## src/hw/rtl/vru_pkg.sv

```systemverilog
package vru_pkg;

  // default word format, Q16.16
  localparam int DATA_WIDTH_DEF = 32;
  localparam int FRAC_BITS_DEF  = 16;

  // operation codes; code 7 has no member and yields an all-zero item
  typedef enum logic [2:0] {
    FN_ADD     = 3'd0,
    FN_SUB     = 3'd1,
    FN_DOT     = 3'd2,
    FN_SCALE   = 3'd3,
    FN_LENGTH  = 3'd4,
    FN_NORM    = 3'd5,
    FN_REFLECT = 3'd6
  } func_e;

  // control that travels alongside the normalize lanes into the merge stage
  typedef struct packed {
    func_e func;
    logic  len_a_zero;
    logic  len_b_zero;
  } ctl_t;

endpackage

```

## src/hw/rtl/vru_isqrt.sv

```systemverilog
module vru_isqrt #(
  parameter int W = vru_pkg::DATA_WIDTH_DEF
) (
  input  logic           clk,
  input  logic           en,
  input  logic [2*W-1:0] rad_i,
  output logic [W-1:0]   root_o
);
  import vru_pkg::*;

  // one root bit per stage, floor of the square root
  logic [W:0]     rem_r  [W];
  logic [W-1:0]   root_r [W];
  logic [2*W-1:0] rad_r  [W];

  for (genvar i = 0; i < W; i++) begin : g_st
    logic [W:0]     rem_in;
    logic [W-1:0]   root_in;
    logic [2*W-1:0] rad_in;
    logic [W+1:0]   cur;
    logic [W+1:0]   trial;
    logic           ge;
    logic [W:0]     rem_nxt;
    logic [W-1:0]   root_nxt;

    if (i == 0) begin : g_first
      assign rem_in  = '0;
      assign root_in = '0;
      assign rad_in  = rad_i;
    end else begin : g_next
      assign rem_in  = rem_r[i-1];
      assign root_in = root_r[i-1];
      assign rad_in  = rad_r[i-1];
    end

    // bring down two radicand bits, try 4*root+1
    assign cur      = {rem_in[W-1:0], rad_in[2*W-1 -: 2]};
    assign trial    = {root_in, 2'b01};
    assign ge       = (cur >= trial);
    assign rem_nxt  = ge ? (W+1)'(cur - trial) : (W+1)'(cur);
    assign root_nxt = {root_in[W-2:0], ge};

    always_ff @(posedge clk) begin
      if (en) begin
        rem_r[i]  <= rem_nxt;
        root_r[i] <= root_nxt;
        rad_r[i]  <= {rad_in[2*W-3:0], 2'b00};
      end
    end
  end

  assign root_o = root_r[W-1];

endmodule

```

## config.mk

```make
export PLATFORM = sky130hd
export DESIGN_NAME = vru_isqrt
export DESIGN_NICKNAME = d
export VERILOG_FILES = /design/src/hw/rtl/vru_pkg.sv /design/src/hw/rtl/vru_isqrt.sv
export SDC_FILE = /design/constraint.sdc
export NUM_CORES = 2
export LEC_CHECK = 0
export BUFFER_PORTS_ARGS = -buffer_cell sky130_fd_sc_hd__buf_4
export CELL_PAD_IN_SITES_DETAIL_PLACEMENT = 0
export CELL_PAD_IN_SITES_GLOBAL_PLACEMENT = 1
export CORE_MARGIN = 2
export CORE_UTILIZATION = 40
export DETAILED_ROUTE_END_ITERATION = 6
export GPL_ROUTABILITY_DRIVEN = 0
export PLACE_DENSITY_LB_ADDON = 0.1
export SLEW_MARGIN = 20
export SYNTH_ARGS = -nofsm -noshare
export SYNTH_HDL_FRONTEND = slang
export SYNTH_MEMORY_MAX_BITS = 65536
export SYNTH_SLANG_ARGS = --single-unit
```

## constraint.sdc

```tcl
create_clock -name clk -period 4.46 [get_ports clk]
set_input_delay 1.115 -clock clk [delete_from_list [all_inputs] [get_ports clk]]
set_output_delay 1.115 -clock clk [all_outputs]
set_load 0.03 [all_outputs]
```

==> metrics <==
f_max 250.9 MHz; power per standard cell area 530.5 nW/um^2; final core occ 45.73%; FF/Latch Area 74,020 um^2; die width 537.6 um; clk root buf clkbuf_16; FILL cells 25,380; clk_lat worst skew 870 ps; Final Slew Violations 0; crit start category flip-flop; max-cap violation count 0; post-synth cell types 91; drt total wl 243.4 mm; Cell Area, Synth 113,900 um^2; GR Overflow Total 0; nets@finish 9,688; leak pwr 49.47 nW; final cycle utilization of the critical path 89.36%; ratio of cells with drive above 1 in the final layout 8.517%; Tot Pwr 68.60 mW; Worst Max-Slew Pin Slew 981.0 ps; H-tree depth 5; Mapped Avg Cell Area 13.08 um^2; initial core utilization 40.28%; Yosys reg bits 2,465; Detail Placement HPWL 174.6 mm; VDD IR-drop max 283.4 uV; wire per inst 18.69 um; Synth Area in Compound Gates 9.665%; Post-Synth Simple-Gate Area 9.309%; post-synth top area share 64.98%; RSZ-0062 raised after global routing no; post-route setup slack 474.7 ps; CTS Buf Count 284; Clock Skews 41.68 ps; Ys Warns 0; flop-to-flop setup slack 470 ps; height of the die 537.6 um; ANT nets after route 0; Post-synth EDFFs 2,465; worst path required time 5050 ps; first-pass GRT wire length 379.6 mm; Post-Synth Adder-Cell Area 6.162%; CTS tree yes; post-synth top area cell edfxtp_1; mux cell area share after synthesis 0.9194%; Row Count 195; Die Footprint 289,100 um^2; initial antenna violation count 3; pre-CTS setup slack 492.1 ps; largest family of logic cells by synthesized area compound AO/OA/AOI/OAI gates; I/O Pins 98; Hold Crit Class flip-flop to flip-flop; Layout area overhead 13.51%; Post-CTS Setup Repair Bufs 0; core area 282,800 um^2; type of the worst setup path flip-flop to flip-flop; prevailing post-synth register cell edfxtp_1; final count of hold timing violations 0; vias after detailed routing 66,580; post-cts repair resize count 0; Critical Path AT 4580 ps; crit-path max FO 41; vias in the first global route 66,390; Synth async-reset ratio 0%; initial DRC count 4,529; Syn Nets 9,336; outcome complete, no violations; sequential area share after synthesis 64.98%; max_slew headroom 34.00%; xor/xnor share of the synthesized area 6.105%; Crit. End Element flip-flop; Clock transition at path regs 60 ps; top cells by area, synth edfxtp_1 (65%), ha_1 (6.2%), xnor2_1 (3.4%), xor2_1 (2.7%), a21oi_1 (2.6%); Final Setup Violations 0; # hold bufs at CTS 0; Clock Tree Buf Depth 4; # DRC 0; largest net degree at the start of global routing 108; Setup TNS 0 ps; vias per cell 5.114; clk sink count 2,465; final worst path period need 3985 ps; Cells after Synth 8,709; Multi-input gate area 36,750 um^2; Total GRT Usage 16.65%; drt pass-1 iters 6; number of port buffers 97
==> layer usage <==
layer / wire length [um] / up-vias / global-route usage [%]
met2: 120100 / 1067 / 28.77
met4: 7221 / 0 / 5.323
met3: 8467 / 435 / 2.199
met1: 107600 / 32170 / 21.63
met5: 0 / - / 0
li1: - / 32910 / -
==> critical path: stages, from the launching register on <==
cell,delay [ps]
edfxtp_1,450
or3_1,420
or3_1,340
or4_1,470
a31oi_1,320
nand3_1,110
a2111oi_0,750
nor2_2,100
buf_4,300
mux2_2,390
==> area by class of cell <==
class | count | area share [%]
Clock inverter | 159 | 1.298
Sequential cell | 2465 | 57.25
Multi-Input combinational cell | 5381 | 28.42
Antenna cell | 1 | 0.001935
Inverter | 707 | 2.052
Timing Repair Buffer | 222 | 1.595
Clock buffer | 342 | 5.763
Tap cell | 3743 | 3.622
==> kinds of logic after synthesis <==
family / after synthesis
simple gates: 2162
other cells: 1
buf+inv: 863
fa+ha+maj: 561
xor+xnor: 794
mux: 94
flops: 2465
compound gates: 1769
==> metrics by stage <==
step                      area (um^2)  std cells  hold slack, ps
final                          129300      13020           407.6
after global routing           129300      13020           359.9
after CTS                      129300      13020           326.3
after detailed placement       120200      12520           404.5
after global placement         120100      12520           400.5
after floorplan                113900       8709           400.3
==> worst paths after layout <==
path                               startpoint            end  cells after the start
worst min register to register  rad_r[29][58]  rad_r[30][60]                      0
worst max register to register  rem_r[21][24]   rem_r[22][7]                      9
worst min-delay path            rad_r[29][58]  rad_r[30][60]                      0
worst max-delay path            rem_r[21][24]   rem_r[22][7]                      9
==> power by group <==
part | total (mW) | switching, mW | internal, mW
clock network | 22.9 | 9.36 | 13.6
logic | 14.2 | 8.14 | 6.04
registers | 31.5 | 2.03 | 29.5
==> registers in the layout, summed over array words and instances, names as in the netlist <==
name    count
rad_r     992
rem_r     945
root_r    528
==> cells in the final DEF (no fill, tap or decap), drive strengths merged, types with 44 or more instances in the layout <==
master / netlist / routed
nor2b: 80 / 80
clkbuf: 146 / 342
a21oi: 588 / 588
o21a: 99 / 99
nor3: 201 / 201
edfxtp: 2465 / 2465
nor4: 96 / 96
o21ai: 405 / 405
ha: 561 / 561
nand3: 132 / 132
buf: 10 / 222
a21o: 258 / 258
mux2: 85 / 85
or3: 79 / 79
a211oi: 47 / 47
nand4: 110 / 110
o31ai: 55 / 55
o21bai: 52 / 52
inv: 707 / 719
or4: 47 / 47
nand2: 526 / 526
xnor2: 446 / 446
nor2: 581 / 581
clkinv: 0 / 105
nand2b: 110 / 110
and3: 44 / 44
xor2: 348 / 348
==> synthesized netlist by cell type, drive strengths merged, types with 96 or more instances <==
cell / instances
o21ai: 405
edfxtp: 2465
nand2: 526
nand3: 132
xor2: 348
a21oi: 588
nor2: 581
nor4: 96
ha: 561
a21o: 258
nand4: 110
nand2b: 110
o21a: 99
xnor2: 446
clkbuf: 146
inv: 707
nor3: 201
No activity file was read; power rests on OpenSTA's default activity.
