<file path="config.mk">
export PLATFORM = sky130hd
export DESIGN_NAME = vru_div_lane
export DESIGN_NICKNAME = d
export VERILOG_FILES = /design/src/hw/rtl/vru_pkg.sv /design/src/hw/rtl/vru_div_lane.sv
export SDC_FILE = /design/constraint.sdc
export NUM_CORES = 2
export LEC_CHECK = 0
export CORE_ASPECT_RATIO = 0.6
export CORE_MARGIN = 2
export CORE_UTILIZATION = 35
export CTS_BUF_LIST = sky130_fd_sc_hd__clkbuf_4 sky130_fd_sc_hd__clkbuf_8 sky130_fd_sc_hd__clkbuf_16
export CTS_CLUSTER_DIAMETER = 200
export DETAILED_ROUTE_END_ITERATION = 10
export DONT_BUFFER_PORTS = 1
export PLACE_DENSITY = 0.59
export SYNTH_ARGS = -nofsm -noshare
export SYNTH_HDL_FRONTEND = slang
export SYNTH_SLANG_ARGS = --single-unit
</file>
<file path="constraint.sdc">
create_clock -name clk -period 4.1 [get_ports clk]
set_input_delay 0.41 -clock clk [delete_from_list [all_inputs] [get_ports clk]]
set_output_delay 0.41 -clock clk [all_outputs]
set_load 0.05 [all_outputs]
</file>
<file path="src/hw/rtl/vru_pkg.sv">
package vru_pkg;

  // default word format, Q16.16
  localparam int DATA_WIDTH_DEF = 32;
  localparam int FRAC_BITS_DEF  = 16;

  // operation codes; code 7 has no member and yields an all-zero item
  typedef enum logic [2:0] {
    FN_ADD     = 3'd0,
    FN_SUB     = 3'd1,
    FN_DOT     = 3'd2,
    FN_SCALE   = 3'd3,
    FN_LENGTH  = 3'd4,
    FN_NORM    = 3'd5,
    FN_REFLECT = 3'd6
  } func_e;

  // control that travels alongside the normalize lanes into the merge stage
  typedef struct packed {
    func_e func;
    logic  len_a_zero;
    logic  len_b_zero;
  } ctl_t;

endpackage

</file>
<file path="src/hw/rtl/vru_div_lane.sv">
module vru_div_lane #(
  parameter int W = vru_pkg::DATA_WIDTH_DEF,
  parameter int F = vru_pkg::FRAC_BITS_DEF
) (
  input  logic                clk,
  input  logic                en,
  input  logic [W-1:0]        mag_i,
  input  logic                neg_i,
  input  logic [W-1:0]        den_i,
  output logic signed [F+1:0] q_o
);
  import vru_pkg::*;

  // (mag << F) / den, quotient known to be at most 2^F: F+1 restoring steps
  logic [W-1:0] rem_r [F+1];
  logic [F:0]   q_r   [F+1];
  logic [W-1:0] den_r [F+1];
  logic         neg_r [F+1];

  for (genvar i = 0; i <= F; i++) begin : g_st
    logic [W-1:0] rem_in;
    logic [F:0]   q_in;
    logic [W-1:0] den_in;
    logic         neg_in;
    logic         bit_in;
    logic [W:0]   cur;
    logic         ge;

    if (i == 0) begin : g_first
      assign rem_in = {1'b0, mag_i[W-1:1]};
      assign q_in   = '0;
      assign den_in = den_i;
      assign neg_in = neg_i;
      assign bit_in = mag_i[0];
    end else begin : g_next
      assign rem_in = rem_r[i-1];
      assign q_in   = q_r[i-1];
      assign den_in = den_r[i-1];
      assign neg_in = neg_r[i-1];
      assign bit_in = 1'b0;
    end

    assign cur = {rem_in, bit_in};
    assign ge  = (cur >= {1'b0, den_in});

    always_ff @(posedge clk) begin
      if (en) begin
        rem_r[i] <= ge ? W'(cur - {1'b0, den_in}) : W'(cur);
        q_r[i]   <= {q_in[F-1:0], ge};
        den_r[i] <= den_in;
        neg_r[i] <= neg_in;
      end
    end
  end

  // truncation toward zero: apply the sign to the magnitude quotient
  logic signed [F+1:0] q_pos;
  assign q_pos = $signed({1'b0, q_r[F]});
  assign q_o   = neg_r[F] ? -q_pos : q_pos;

endmodule

</file>
==> impl_metrics.toml <==
[status]
outcome = "completed"

[detailed_routing]
drc_errors = 0
wl_per_cell_um = 19.3
ant_nets = 0
via_per_inst = 5.25
drt-initial-drc-count = 5054
dr.pass1.iters = 5
via_count = 49500
wirelength_um = 182000

[flow_run]
maxCapViolCount = 0

[grt]
grt_pass1_vias = 45700
grt_max_degree = 266
grt_pass1_wl_um = 277000
grt_overflow = 0
grtUsageTotal_pct = 17.4
antenna_found_initial = 7

[sta]
fin_crit_sh_pct = 96.8
finClkSkew_ns = 0.0742
slew_viol_final = 0
finalSetupTns_ns = 0
fmax_mhz = 252
tightest_slew_ns = 1.34
min_period_ns = 3.97
hold_violations = 0
setup_viol = 0
slew_headroom_pct = 10.4

[setup_path]
cp-end-kind = "flip-flop"
reg2regPathDepth = 17
crit_arrival_ns = 4.45
r2r_start = "rem_r[0][305]$_DFFE_PP_"
start_kind = "flip-flop"
worstPathMaxFanout = 8
cp.required_ns = 4.58
cp-startpoint = "rem_r[0][305]$_DFFE_PP_"
crit_type = "flip-flop to flip-flop"

[yosys]
synth-seq-cells = 1194
synth_top_flop_cell = "edfxtp_1"
synthDistinctLibCells = 83
yosysWarnings = 0
seq_area_frac_synth_pct = 51.3
synth.top_cell.area_share_pct = 51.3
synth_edf_count = 1194
synth_top_area_cell = "edfxtp_1"
synthArstFlopShare_pct = 0
synthTopCellsByCount = "edfxtp_1, inv_1, a21oi_1"
synth_area_per_cell_um2 = 11.0
synth_most_common_cell = "edfxtp_1"
yosys-top-cells-area = "edfxtp_1, ha_1, a21oi_1, inv_1, xnor2_1"
synth_cells = 6382
syn-num-nets = 7009
synth_area_um2 = 69900

[pwr]
combPwrFrac_pct = 49.6
ir_drop_v = 0.000332
p_int_w = 0.0391
p_sw_w = 0.0249
total_power_w = 0.0640
clock_power_share_pct = 18.9
p_leak_nw = 33.0
p_per_area_nw_per_um2 = 797
swShare_pct = 38.9
pwr-share-seq_pct = 31.5

[floorplanning]
fp.dieW_um = 581
die_y_um = 350
dieArea_um2 = 204000
num_io_pins = 85
fp-row-count = 127
initial_core_util_pct = 35.1
core_um2 = 199000

[clocking]
cts_sinks = 1194
cts_root_buf = "clkbuf_16"
h-tree-depth = 4
clk_pin_slew_ns = 0.06
cts_tree = "built"
cts_inserted_buffers = 139
clk_path_buf_depth = 4
insertion_delay_ns = 0.79

[finish]
final_area_um2 = 80300
syn_to_final_growth_pct = 14.8
layout.nets = 7327
n_antenna_cell = 0
drive_above_1_share_pct = 10.8

[placed_design]
placed_area_um2 = 75000
port_buffers = 0
dp_hpwl_um = 137000
place.gp.congestion = 0.998

[worst_hold_path]
holdPathStages = 2
hp-start = "den_i[0]"
hp-class = "input port to flip-flop"
## cell type report
class | instances | area [um2]
Clock buffer | 169 | 3760
Clock inverter | 66 | 586
Fill cell | 19000 | 119000
Inverter | 680 | 2560
Multi-Input combinational cell | 4352 | 31200
Sequential cell | 1194 | 35900
Tap cell | 2644 | 3310
Timing Repair Buffer | 333 | 3060
## critical path: stages (launching register included)
cell	delay (ns)
edfxtp_1	0.40
ha_1	0.32
a21o_1	0.21
a21o_1	0.18
a21o_1	0.23
or3_1	0.36
o31a_1	0.35
a221o_1	0.40
nand3_1	0.12
o31ai_1	0.09
buf_4	0.19
a21oi_2	0.18
inv_2	0.09
buf_12	0.15
buf_4	0.13
nor2_1	0.08
a21oi_1	0.05
buf_4	0.14
## routing by layer
metal  vias to the layer above  track usage (%)  share of wire [%]
met2                      1587             19.3                 32
met1                     23800             29.7                 55
met4                         6             2.60                1.2
met3                       176             6.58                 11
li1                      23900                -                  -
met5                         -            0.765               0.14
## path summary, 6_finish.rpt
check	endpoint	slack, ns
hold reg to reg	q_r[0][189]$_DFFE_PP_	0.41
hold / removal	rem_r[0][0]$_DFFE_PP_	0.04
setup / recovery	rem_r[0][345]$_DFFE_PP_	0.13
setup reg to reg	rem_r[0][345]$_DFFE_PP_	0.13
## power groups by stage
stage / Combinational, W / Clock, W / Sequential (W)
floorplan: 0.0215 / 0 / 0.0195
global placement: 0.0299 / 0 / 0.0204
detailed placement: 0.0303 / 0 / 0.0204
CTS: 0.0306 / 0.0125 / 0.0202
global route: 0.0348 / 0.0129 / 0.0205
finish: 0.0317 / 0.0121 / 0.0201
## cell families (layout without fill, tap and decap cells)
kind of cell / Yosys count / count (layout) / share of synthesized area (%)
AO/OA/AOI/OAI: 1708 / 1708 / 15.2
multiplexers: 222 / 222 / 3.54
AND/OR/NAND/NOR: 1411 / 1411 / 9.62
XOR/XNOR: 451 / 451 / 5.65
flip-flops: 1194 / 1194 / 51.3
adder cells (fa/ha/maj): 560 / 560 / 10.2
buffers and inverters: 836 / 1248 / 4.56
## registers in the layout, summed over array words and instances (netlist names)
register and count:
neg_r 17, den_r 512, rem_r 512, q_r 153
## through the flow
stage	worst slack [ns]	cells	hold slack, ns	util, %
final	0.131	9438	0.0408	40.3
after global routing	-0.00923	9438	0.0270	40.3
after CTS	0.0252	9432	0.00169	40.2
after detailed placement	-0.989	9130	0.405	37.7
after global placement	-0.788	9130	0.401	37.7
after floorplan	0.465	6382	0.400	-
## what timing repair did
action / 4_1_cts / 5_1_grt
pin swaps: 0 / 5
endpoints found under the hold margin: 74 / 0
resized for setup: 2 / 38
setup endpoints to repair: 212 / 352
gates cloned: 1 / 2
hold buffers: 66 / 0
setup buffers: 0 / 3
## cell usage in the layout (no fill, tap or decap), drive strengths merged, types with 15 or more instances in the layout
cell,count
and2,42
a211oi,40
dlygate4sd3,66
nand2b,77
nor3,69
o2111ai,16
a21boi,19
nor4,22
or2,15
ha,544
a31oi,52
o21ai,412
o31ai,35
edfxtp,1194
a21o,262
o211ai,17
nor2,375
nor2b,89
o21a,70
nand4,93
buf,264
o31a,20
o21bai,59
a21oi,575
mux2,205
clkinv,48
and3,48
and4,15
inv,680
mux2i,17
nand3,84
fa,16
clkbuf,171
nand2,422
or3,31
xor2,186
xnor2,265
Power figures use the tool's default switching activity.
